### config.mk
export PLATFORM = sky130hd
export DESIGN_NAME = two_rotor_enigma_cipher
export DESIGN_NICKNAME = d
export VERILOG_FILES = /design/src/hw/rtl/enig_pkg.sv /design/src/hw/rtl/two_rotor_enigma_cipher.sv /design/src/hw/rtl/enig_rotor_ctrl.sv /design/src/hw/rtl/enig_scramble.sv
export SDC_FILE = /design/constraint.sdc
export NUM_CORES = 1
export LEC_CHECK = 0
export BUFFER_PORTS_ARGS = -buffer_cell sky130_fd_sc_hd__buf_2
export CAP_MARGIN = 15
export CORE_MARGIN = 4
export CORE_UTILIZATION = 63
export CTS_CLUSTER_SIZE = 10
export DETAILED_ROUTE_END_ITERATION = 8
export GPL_TIMING_DRIVEN = 0
export HOLD_SLACK_MARGIN = 0.02
export PLACE_DENSITY = 0.82
export SLEW_MARGIN = 15
export SYNTH_ARGS = -nofsm -noshare
export SYNTH_HDL_FRONTEND = slang
export SYNTH_HIERARCHICAL = 1
export SYNTH_SLANG_ARGS = --single-unit
### constraint.sdc
create_clock -name clk -period 12 [get_ports clk]
set_clock_uncertainty 0.1 [all_clocks]
set_input_delay 1.2 -clock clk [delete_from_list [all_inputs] [get_ports clk]]
set_output_delay 1.2 -clock clk [all_outputs]
set_load 0.05 [all_outputs]
### src/hw/rtl/enig_pkg.sv
`timescale 1ns / 1ps
// Shared types, constants and substitution tables of the two-rotor rotor cipher.
// Used by enig_rotor_ctrl, enig_scramble and two_rotor_enigma_cipher; depends on nothing.
package enig_pkg;

	localparam int LETTER_W = 5;
	localparam logic [LETTER_W:0] LETTERS = 6'd26;
	localparam int CFG_IDX_W = 2;
	localparam int CFG_DATA_W = 5;
	localparam int TDATA_W = 8;

	typedef logic [LETTER_W-1:0] letter_t;

	typedef enum logic [CFG_IDX_W-1:0] {
		CFG_FAST_START   = 2'd0,
		CFG_MIDDLE_START = 2'd1,
		CFG_NOTCH        = 2'd2
	} cfg_idx_t;

	typedef struct packed {
		letter_t fast;
		letter_t mid;
	} pos_t;

	localparam letter_t PLUG_TAB [26] = '{
		5'd2, 5'd1, 5'd0, 5'd4, 5'd3, 5'd5, 5'd7, 5'd6, 5'd8, 5'd9, 5'd24, 5'd11, 5'd20,
		5'd13, 5'd14, 5'd15, 5'd16, 5'd17, 5'd18, 5'd19, 5'd12, 5'd21, 5'd22, 5'd23,
		5'd10, 5'd25};
	localparam letter_t FAST_FWD [26] = '{
		5'd0, 5'd18, 5'd24, 5'd10, 5'd12, 5'd20, 5'd8, 5'd6, 5'd14, 5'd2, 5'd11, 5'd15,
		5'd22, 5'd3, 5'd25, 5'd7, 5'd17, 5'd13, 5'd1, 5'd5, 5'd23, 5'd9, 5'd16, 5'd21,
		5'd19, 5'd4};
	localparam letter_t FAST_INV [26] = '{
		5'd0, 5'd18, 5'd9, 5'd13, 5'd25, 5'd19, 5'd7, 5'd15, 5'd6, 5'd21, 5'd3, 5'd10,
		5'd4, 5'd17, 5'd8, 5'd11, 5'd22, 5'd16, 5'd1, 5'd24, 5'd5, 5'd23, 5'd12, 5'd20,
		5'd2, 5'd14};
	localparam letter_t MID_FWD [26] = '{
		5'd0, 5'd10, 5'd4, 5'd2, 5'd8, 5'd1, 5'd18, 5'd20, 5'd22, 5'd19, 5'd13, 5'd6,
		5'd17, 5'd5, 5'd9, 5'd3, 5'd24, 5'd14, 5'd12, 5'd25, 5'd21, 5'd11, 5'd7, 5'd16,
		5'd15, 5'd23};
	localparam letter_t MID_INV [26] = '{
		5'd0, 5'd5, 5'd3, 5'd15, 5'd2, 5'd13, 5'd11, 5'd22, 5'd4, 5'd14, 5'd1, 5'd21,
		5'd18, 5'd10, 5'd17, 5'd24, 5'd23, 5'd12, 5'd6, 5'd9, 5'd7, 5'd20, 5'd8, 5'd25,
		5'd16, 5'd19};
	localparam letter_t REFLECT_TAB [26] = '{
		5'd10, 5'd20, 5'd14, 5'd8, 5'd25, 5'd15, 5'd16, 5'd21, 5'd3, 5'd18, 5'd0, 5'd23,
		5'd13, 5'd12, 5'd2, 5'd5, 5'd6, 5'd19, 5'd9, 5'd17, 5'd1, 5'd7, 5'd24, 5'd11,
		5'd22, 5'd4};

	// sum of two letters, both below 26, reduced mod 26
	function automatic letter_t add_mod(input letter_t a, input letter_t b);
		logic [LETTER_W:0] s;
		s = {1'b0, a} + {1'b0, b};
		return (s >= LETTERS) ? letter_t'(s - LETTERS) : s[LETTER_W-1:0];
	endfunction

	// reduce a 5-bit value mod 26
	function automatic letter_t wrap(input letter_t v);
		return ({1'b0, v} >= LETTERS) ? letter_t'({1'b0, v} - LETTERS) : v;
	endfunction

	function automatic letter_t step_down(input letter_t p);
		return (p == '0) ? letter_t'(LETTERS - 6'd1) : letter_t'(p - 5'd1);
	endfunction

endpackage

### src/hw/rtl/two_rotor_enigma_cipher.sv
`timescale 1ns / 1ps
// Top level of the two-rotor rotor cipher: input stage, letter path, result register.
// Depends on enig_pkg, enig_rotor_ctrl and enig_scramble.
//
// One letter enters per clock cycle unless m_tready stalls the output: the
// letter and the rotor positions it uses are captured in an input stage, and the
// combinational table path feeds the result register. The rotor positions step
// when a letter is taken, so back-to-back letters see the stepped rotors. Letters
// of 26 or more return bad_input with cipher letter zero and leave the rotors
// alone. Writes to fast_start or middle_start reload the position mod 26; the user
// must write configuration only while no letter is in flight; the block does not enforce it.
module two_rotor_enigma_cipher (
	input  logic                              clk,
	input  logic                              arst_n,
	input  logic                              s_tvalid,
	output logic                              s_tready,
	input  logic [enig_pkg::TDATA_W-1:0]      s_tdata,   // [4:0] letter
	output logic                              m_tvalid,
	input  logic                              m_tready,
	output logic [enig_pkg::TDATA_W-1:0]      m_tdata,   // [4:0] cipher_letter
	output logic [0:0]                        m_tuser,   // [0] bad_input
	input  logic                              cfg_we,
	input  logic [enig_pkg::CFG_IDX_W-1:0]    cfg_index,
	input  logic [enig_pkg::CFG_DATA_W-1:0]   cfg_data
);

	enig_pkg::letter_t letter_in;
	logic              bad_in;
	logic              accept;
	logic              load_out;
	enig_pkg::pos_t    pos_cur;
	enig_pkg::pos_t    pos_use;

	logic              valid_s1;
	enig_pkg::letter_t letter_s1;
	logic              bad_s1;
	enig_pkg::pos_t    pos_s1;
	enig_pkg::letter_t cipher_s1;

	logic              out_valid_q;
	enig_pkg::letter_t cipher_q;
	logic              bad_q;

	assign letter_in = s_tdata[enig_pkg::LETTER_W-1:0];
	assign bad_in    = ({1'b0, letter_in} >= enig_pkg::LETTERS);
	assign load_out  = valid_s1 && (!out_valid_q || m_tready);
	assign s_tready  = !valid_s1 || load_out;
	assign accept    = s_tvalid && s_tready;

	enig_rotor_ctrl u_rotor_ctrl (
		.clk       (clk),
		.arst_n    (arst_n),
		.cfg_we    (cfg_we),
		.cfg_index (cfg_index),
		.cfg_data  (cfg_data),
		.step      (accept && !bad_in),
		.pos_cur   (pos_cur),
		.pos_use   (pos_use)
	);

	always_ff @(posedge clk or negedge arst_n) begin
		if (!arst_n) begin
			valid_s1 <= 1'b0;
		end else if (s_tready) begin
			valid_s1 <= s_tvalid;
		end
	end

	always_ff @(posedge clk) begin
		if (accept) begin
			letter_s1 <= letter_in;
			bad_s1    <= bad_in;
			pos_s1    <= pos_use;
		end
	end

	enig_scramble u_scramble (
		.letter        (letter_s1),
		.bad           (bad_s1),
		.pos           (pos_s1),
		.cipher_letter (cipher_s1)
	);

	always_ff @(posedge clk or negedge arst_n) begin
		if (!arst_n) begin
			out_valid_q <= 1'b0;
		end else if (load_out) begin
			out_valid_q <= 1'b1;
		end else if (m_tready) begin
			out_valid_q <= 1'b0;
		end
	end

	always_ff @(posedge clk) begin
		if (load_out) begin
			cipher_q <= cipher_s1;
			bad_q    <= bad_s1;
		end
	end

	assign m_tvalid = out_valid_q;
	assign m_tdata  = {{(enig_pkg::TDATA_W - enig_pkg::LETTER_W){1'b0}}, cipher_q};
	assign m_tuser  = bad_q;

	a_pos_range: assert property (@(posedge clk) disable iff (!arst_n)
		({1'b0, pos_cur.fast} < enig_pkg::LETTERS) && ({1'b0, pos_cur.mid} < enig_pkg::LETTERS))
		else $error("rotor position out of range");

	a_bad_zero: assert property (@(posedge clk) disable iff (!arst_n)
		(m_tvalid && m_tuser[0]) |-> (m_tdata == '0))
		else $error("rejected letter carries a nonzero cipher letter");

	a_fast_step: assert property (@(posedge clk) disable iff (!arst_n)
		(accept && !bad_in && !cfg_we) |=>
			(pos_cur.fast == enig_pkg::step_down($past(pos_cur.fast))))
		else $error("fast rotor did not step after a letter");

	a_bad_hold: assert property (@(posedge clk) disable iff (!arst_n)
		(accept && bad_in && !cfg_we) |=> $stable(pos_cur))
		else $error("rejected letter moved a rotor");

endmodule

### src/hw/rtl/enig_rotor_ctrl.sv
`timescale 1ns / 1ps
// Rotor position and notch registers, configuration writes and stepping.
// Depends on enig_pkg.
module enig_rotor_ctrl (
	input  logic                              clk,
	input  logic                              arst_n,
	input  logic                              cfg_we,
	input  logic [enig_pkg::CFG_IDX_W-1:0]    cfg_index,
	input  logic [enig_pkg::CFG_DATA_W-1:0]   cfg_data,
	input  logic                              step,
	output enig_pkg::pos_t                    pos_cur,
	output enig_pkg::pos_t                    pos_use
);

	enig_pkg::letter_t fast_q;
	enig_pkg::letter_t mid_q;
	enig_pkg::letter_t notch_q;

	always_comb begin
		pos_cur.fast = fast_q;
		pos_cur.mid  = mid_q;
		pos_use.fast = fast_q;
		pos_use.mid  = (fast_q == notch_q) ? enig_pkg::step_down(mid_q) : mid_q;
	end

	always_ff @(posedge clk or negedge arst_n) begin
		if (!arst_n) begin
			fast_q  <= '0;
			mid_q   <= '0;
			notch_q <= '0;
		end else if (cfg_we) begin
			case (enig_pkg::cfg_idx_t'(cfg_index))
				enig_pkg::CFG_FAST_START:   fast_q  <= enig_pkg::wrap(cfg_data);
				enig_pkg::CFG_MIDDLE_START: mid_q   <= enig_pkg::wrap(cfg_data);
				enig_pkg::CFG_NOTCH:        notch_q <= cfg_data;
				default: begin
				end
			endcase
		end else if (step) begin
			fast_q <= enig_pkg::step_down(fast_q);
			mid_q  <= pos_use.mid;
		end
	end

endmodule

### src/hw/rtl/enig_scramble.sv
`timescale 1ns / 1ps
// Letter path: plugboard, both rotors, reflector and the inverse tables.
// Depends on enig_pkg.
module enig_scramble (
	input  enig_pkg::letter_t  letter,
	input  logic               bad,
	input  enig_pkg::pos_t     pos,
	output enig_pkg::letter_t  cipher_letter
);

	enig_pkg::letter_t idx;
	enig_pkg::letter_t t_plug;
	enig_pkg::letter_t t_fast;
	enig_pkg::letter_t t_mid;
	enig_pkg::letter_t t_refl;
	enig_pkg::letter_t t_mid_inv;
	enig_pkg::letter_t t_fast_inv;

	always_comb begin
		idx        = bad ? '0 : letter;
		t_plug     = enig_pkg::PLUG_TAB[idx];
		t_fast     = enig_pkg::FAST_FWD[enig_pkg::add_mod(t_plug, pos.fast)];
		t_mid      = enig_pkg::MID_FWD[enig_pkg::add_mod(t_fast, pos.mid)];
		t_refl     = enig_pkg::REFLECT_TAB[t_mid];
		t_mid_inv  = enig_pkg::MID_INV[t_refl];
		t_fast_inv = enig_pkg::FAST_INV[t_mid_inv];
		cipher_letter = bad ? '0 : t_fast_inv;
	end

endmodule
==> run metrics, run 1 <==
Final setup viols=0; top cell family by delay on the critical path=compound AO/OA/AOI/OAI gates; cell at the root of the clock tree=clkbuf_8; hold crit path type=reg2reg; Clock Sinks=39; R2R Path Start=letter_s1[4]$_DFFE_PP_; Max stage delay on crit path=0.48 ns; Final min period=10.74 ns; end point of the critical path=cipher_q[3]$_DFFE_PP_; core region area=0.00725 mm2; Detailed Route Iter0 Violations=~270; dpl hpwl=8.25 mm; Slew @ Worst Pin=0.667 ns; Antenna Diode Count=0; I/O pins=31; Startpoint Class=register; vias per cell=between 6 and 7; Die Width=94.3 um; Area Growth Syn to Fin=7.77%; CP arrival=10.66 ns; row count=31; Primary FF master, synth=edfxtp_1; total CTS buffers=5; Worst Setup SP=letter_s1[4]$_DFFE_PP_; maximum capacitance violations=0; starting density of the core=0.646; share of layout cells above drive strength 1=0.145; critical path peak fanout=10; Crit path depth=46; count leader, synth=ha_1; Clock transition at path regs=~0.070 ns; r2r endpoint=cipher_q[3]$_DFFE_PP_; DR DRC count=0; register area share after synthesis=0.232; Tcrit/Tclk final=0.895; drt total wl=10.6 mm; Cells after Synth=559; GR Util All Layers=0.242; Syn Area/Cell=8.39 um2; required time of the worst setup path=around 12 ns; Synth area leaders=edfxtp_1 14%, ha_1 13%, dfrtp_1 9.1%, o21ai_0 4.1%, a21oi_1 3.9%; endpoints failing hold=0; Crit Path Class=reg2reg; final hold slack=0.401 ns; max-slew violations=0; gr ovfl total=0; RSZ-0062 raised after global routing=no; post-route ant nets=0; Buffers on Ports=24; first-pass GRT wire length=17.8 mm; post-CTS sizing=0; Die Y=around 94 um; Cell Count, Final, Fillers Out=692; Die ar.=0.00889 mm2; placed cell count=684; Worst Reg2Reg Path Length in Cells=46; fin util=0.697; CP Capture Type=register; Mapped Area=0.00469 mm2; final layout net count=between 600 and 700; initial antenna violation count=0; CTS Buffer Depth=2; Commonest cells post-synth=49 x ha_1, 44 x inv_1, 40 x nand2_1; clk_lat worst skew=between 0.2 and 0.3 ns; post-synthesis register bit count=39; Yosys top cell area share=0.141; Yosys warnings=6; R2R Setup Slk=1.26 ns; Distinct cells, synth=90; setup TNS=0 ns; Setup Buffers After CTS=0; CTS tree=yes; most used cell, CP=inv_1; area leader, netlist=edfxtp_1; fraction of registers with async set or reset after synthesis=0.436; status=finished, final reports clean; Critical path buffers and inverters=11; CP max stage cell=a311oi_2; number of synthesized flops with an enable pin=22; H-tree Lvls=2; Max Clk Rate=0.0931 GHz; wire length per cell=between 15 and 20 um; vias post-DR=4370; RD Place Congestion=about 0.9; drt pass-1 iters=5; Slew headroom=0.555; largest net degree at the start of global routing=18; vias in the first global route=3972; CTS hold repair buffers=0
-- through the flow --
step,area (um2),worst slack (ns)
finish,5050,1.26
global route,5050,0.121
CTS,5050,1.38
detailed placement,4940,1.42
global placement,4940,1.76
floorplan,4700,2.85
-- sequential cells by signal, indices dropped and copies added (netlist names) --
register              count
bad_s1                    1
cipher_q                  5
letter_s1                 5
m_tuser                   1
m_tvalid                  1
pos_s1                   10
u_rotor_ctrl/fast_q       5
u_rotor_ctrl/mid_q        5
u_rotor_ctrl/notch_q      5
valid_s1                  1
-- per-layer routing --
layer | track usage | up-vias | wire length, um
met2 | 0.429 | 112 | 5430
met3 | 0.0144 | 17 | 396
li1 | - | 2144 | -
met1 | 0.311 | 2097 | 4580
met5 | 0 | - | 0
met4 | 0.0806 | 0 | 159
-- cells by family after synthesis --
logic type / after synthesis / synth area share
mux: 20 / 0.0472
buf+inv: 75 / 0.0710
fa+ha+maj: 51 / 0.139
compound gates: 193 / 0.295
simple gates: 159 / 0.173
flops: 39 / 0.232
xor+xnor: 21 / 0.0424
other cells: 1 / 0.000800
-- cell usage in the layout (no fill, tap or decap), drive strengths merged, types with 4 or more instances in the layout --
cell type,n
dfrtp,17
a21oi,40
o211a,4
a221oi,4
buf,42
edfxtp,22
xnor2,12
nand2,40
nor2,41
mux2i,16
nand2b,7
nand3,18
o311ai,4
o211ai,12
nor3,16
a211o,8
o21ai,47
nor2b,5
xor2,9
nor4,5
a22oi,4
mux2,4
a211oi,5
ha,49
a311oi,6
a31oi,7
and3,6
o21a,5
a21o,7
o31ai,5
inv,47
clkbuf,15
-- worst min path at each step --
stage	start	endpoint	slack (ns)	cells after the start
global route	valid_s1$_DFFE_PN0P_	m_tvalid$_DFFE_PN0P_	0.44	1
floorplan	bad_s1$_DFFE_PP_	m_tuser$_DFFE_PP_	0.34	0
detailed placement	valid_s1$_DFFE_PN0P_	m_tvalid$_DFFE_PN0P_	0.39	1
global placement	valid_s1$_DFFE_PN0P_	m_tvalid$_DFFE_PN0P_	0.37	1
finish	valid_s1$_DFFE_PN0P_	m_tvalid$_DFFE_PN0P_	0.40	1
CTS	valid_s1$_DFFE_PN0P_	m_tvalid$_DFFE_PN0P_	0.41	1
-- layout make-up --
cell class / count / area [um2]
Buffer: 28 / 156
Timing Repair Buffer: 24 / 120
Clock inverter: 3 / 43.8
Fill cell: 595 / 2200
Clock buffer: 5 / 68.8
Tap cell: 99 / 124
Multi-Input combinational cell: 447 / 3280
Sequential cell: 39 / 1090
Inverter: 47 / 176
Power of run 1 is not shown: default switching activity piles up to over one toggle a cycle in this logic, so the estimate is an artifact.
==> run 2: changes to the inputs <==
--- a/config.mk
+++ b/config.mk
@@ -14,6 +14,7 @@
 export GPL_TIMING_DRIVEN = 0
 export HOLD_SLACK_MARGIN = 0.02
 export PLACE_DENSITY = 0.82
+export REMOVE_ABC_BUFFERS = 1
 export SLEW_MARGIN = 15
 export SYNTH_ARGS = -nofsm -noshare
 export SYNTH_HDL_FRONTEND = slang
==> run 2 against run 1 <==
Compared with the run above:
- via count decreased by 2.7%
- die area stayed put
- register-to-register slack got worse by 0.19 ns
- fmax is 1.8% lower
- critical path type unchanged
==> run metrics, run 2 (same netlist as run 1, synthesis figures left out) <==
CTS Buffer Depth=2; most used cell, CP=inv_1; drt pass-1 iters=5; largest net degree at the start of global routing=20; Final min period=10.93 ns; required time of the worst setup path=11.92 ns; Setup Buffers After CTS=0; RSZ-0062 raised after global routing=no; Startpoint Class=register; Worst Reg2Reg Path Length in Cells=between 40 and 50; top cell family by delay on the critical path=compound AO/OA/AOI/OAI gates; wire length per cell=15.2 um; initial antenna violation count=0; drt total wl=10.1 mm; Clock transition at path regs=approximately 0.080 ns; Area Growth Syn to Fin=4.43%; max-slew violations=0; status=finished, final reports clean; Critical path buffers and inverters=7; final layout net count=635; first-pass GRT wire length=around 17 mm; core region area=0.00725 mm2; Clock Sinks=39; vias per cell=6.40; row count=31; commonest cells after routing, fill and taps aside=49 x ha_1, 44 x inv_1, 40 x nand2_1; Max stage delay on crit path=~0.87 ns; Die Width=between 90 and 100 um; gr ovfl total=0; H-tree Lvls=2; CP max stage cell=a22oi_1; dpl hpwl=7.66 mm; Tcrit/Tclk final=0.911; endpoints failing hold=0; RD Place Congestion=0.876; hold crit path type=reg2reg; max reg flops=10; CTS tree=yes; Buffers on Ports=24; Max Clk Rate=0.0915 GHz; Slew @ Worst Pin=1.09 ns; cell at the root of the clock tree=clkbuf_8; clk_lat worst skew=around 0.28 ns; post-CTS sizing=0; Biggest register=pos_s1; I/O pins=31; setup TNS=0 ns; critical path peak fanout=19; Die Y=around 94 um; Antenna Diode Count=0; share of layout cells above drive strength 1=0.120; Final setup viols=0; post-route ant nets=0; CP arrival=10.85 ns; CP Capture Type=register; Crit path depth=41; Die ar.=0.00889 mm2; maximum capacitance violations=0; vias post-DR=4250; Slew headroom=0.271; Detailed Route Iter0 Violations=378; Worst Hold Depth=1; GR Util All Layers=0.230; total CTS buffers=5; most common cell after layout, fill and taps aside=ha_1; DR DRC count=0; vias in the first global route=~3800; Crit Path Class=reg2reg; CTS hold repair buffers=0; starting density of the core=0.646
run 2: cell count changes in the layout (fill, tap and decap cells not counted):
cell	before	now
clkbuf_1	10	0
buf_4	9	0
buf_2	32	24
buf_6	1	0
run 2: final timing paths:
kind | to | slack (ns) | start
max | cipher_q[3]$_DFFE_PP_ | 1.07 | letter_s1[4]$_DFFE_PP_
min | m_tvalid$_DFFE_PN0P_ | 0.39 | valid_s1$_DFFE_PN0P_
max reg2reg | cipher_q[3]$_DFFE_PP_ | 1.07 | letter_s1[4]$_DFFE_PP_
min reg2reg | m_tvalid$_DFFE_PN0P_ | 0.39 | valid_s1$_DFFE_PN0P_
max in group asynchronous | u_rotor_ctrl/mid_q[3]$_DFFE_PN0P_ | 10.80 | arst_n
min in group asynchronous | m_tvalid$_DFFE_PN0P_ | 0.72 | arst_n
run 2: metal layers:
metal  GRT usage  up-vias  routed length, um
li1            -     2086                  -
met1       0.307     1979               4410
met2       0.401      175               5030
met3      0.0200       10                596
met4      0.0517        0                 81
met5           0        -                  0
run 2: final cells by class:
| class | instances | area [um2] |
|---|---|---|
| sequential | 39 | 1090 |
| clock buffer | 5 | 68.8 |
| timing repair buffer | 24 | 120 |
| fill | 590 | 2360 |
| tap | 99 | 124 |
| inverter | 47 | 176 |
| clock inverter | 3 | 43.8 |
| multi-input combinational | 447 | 3280 |
run 2: metrics by stage:
stage	util	setup slack, ns	hold WS, ns	std cells	area [um2]
after floorplan	-	2.79	0.349	533	4540
after global placement	0.659	1.64	0.364	656	4780
after detailed placement	0.659	1.24	0.371	656	4780
after CTS	0.675	1.23	0.390	664	4900
after global routing	0.675	0.0218	0.413	664	4900
final	0.675	1.07	0.388	664	4900
Power of run 2 is left out for the same reason.
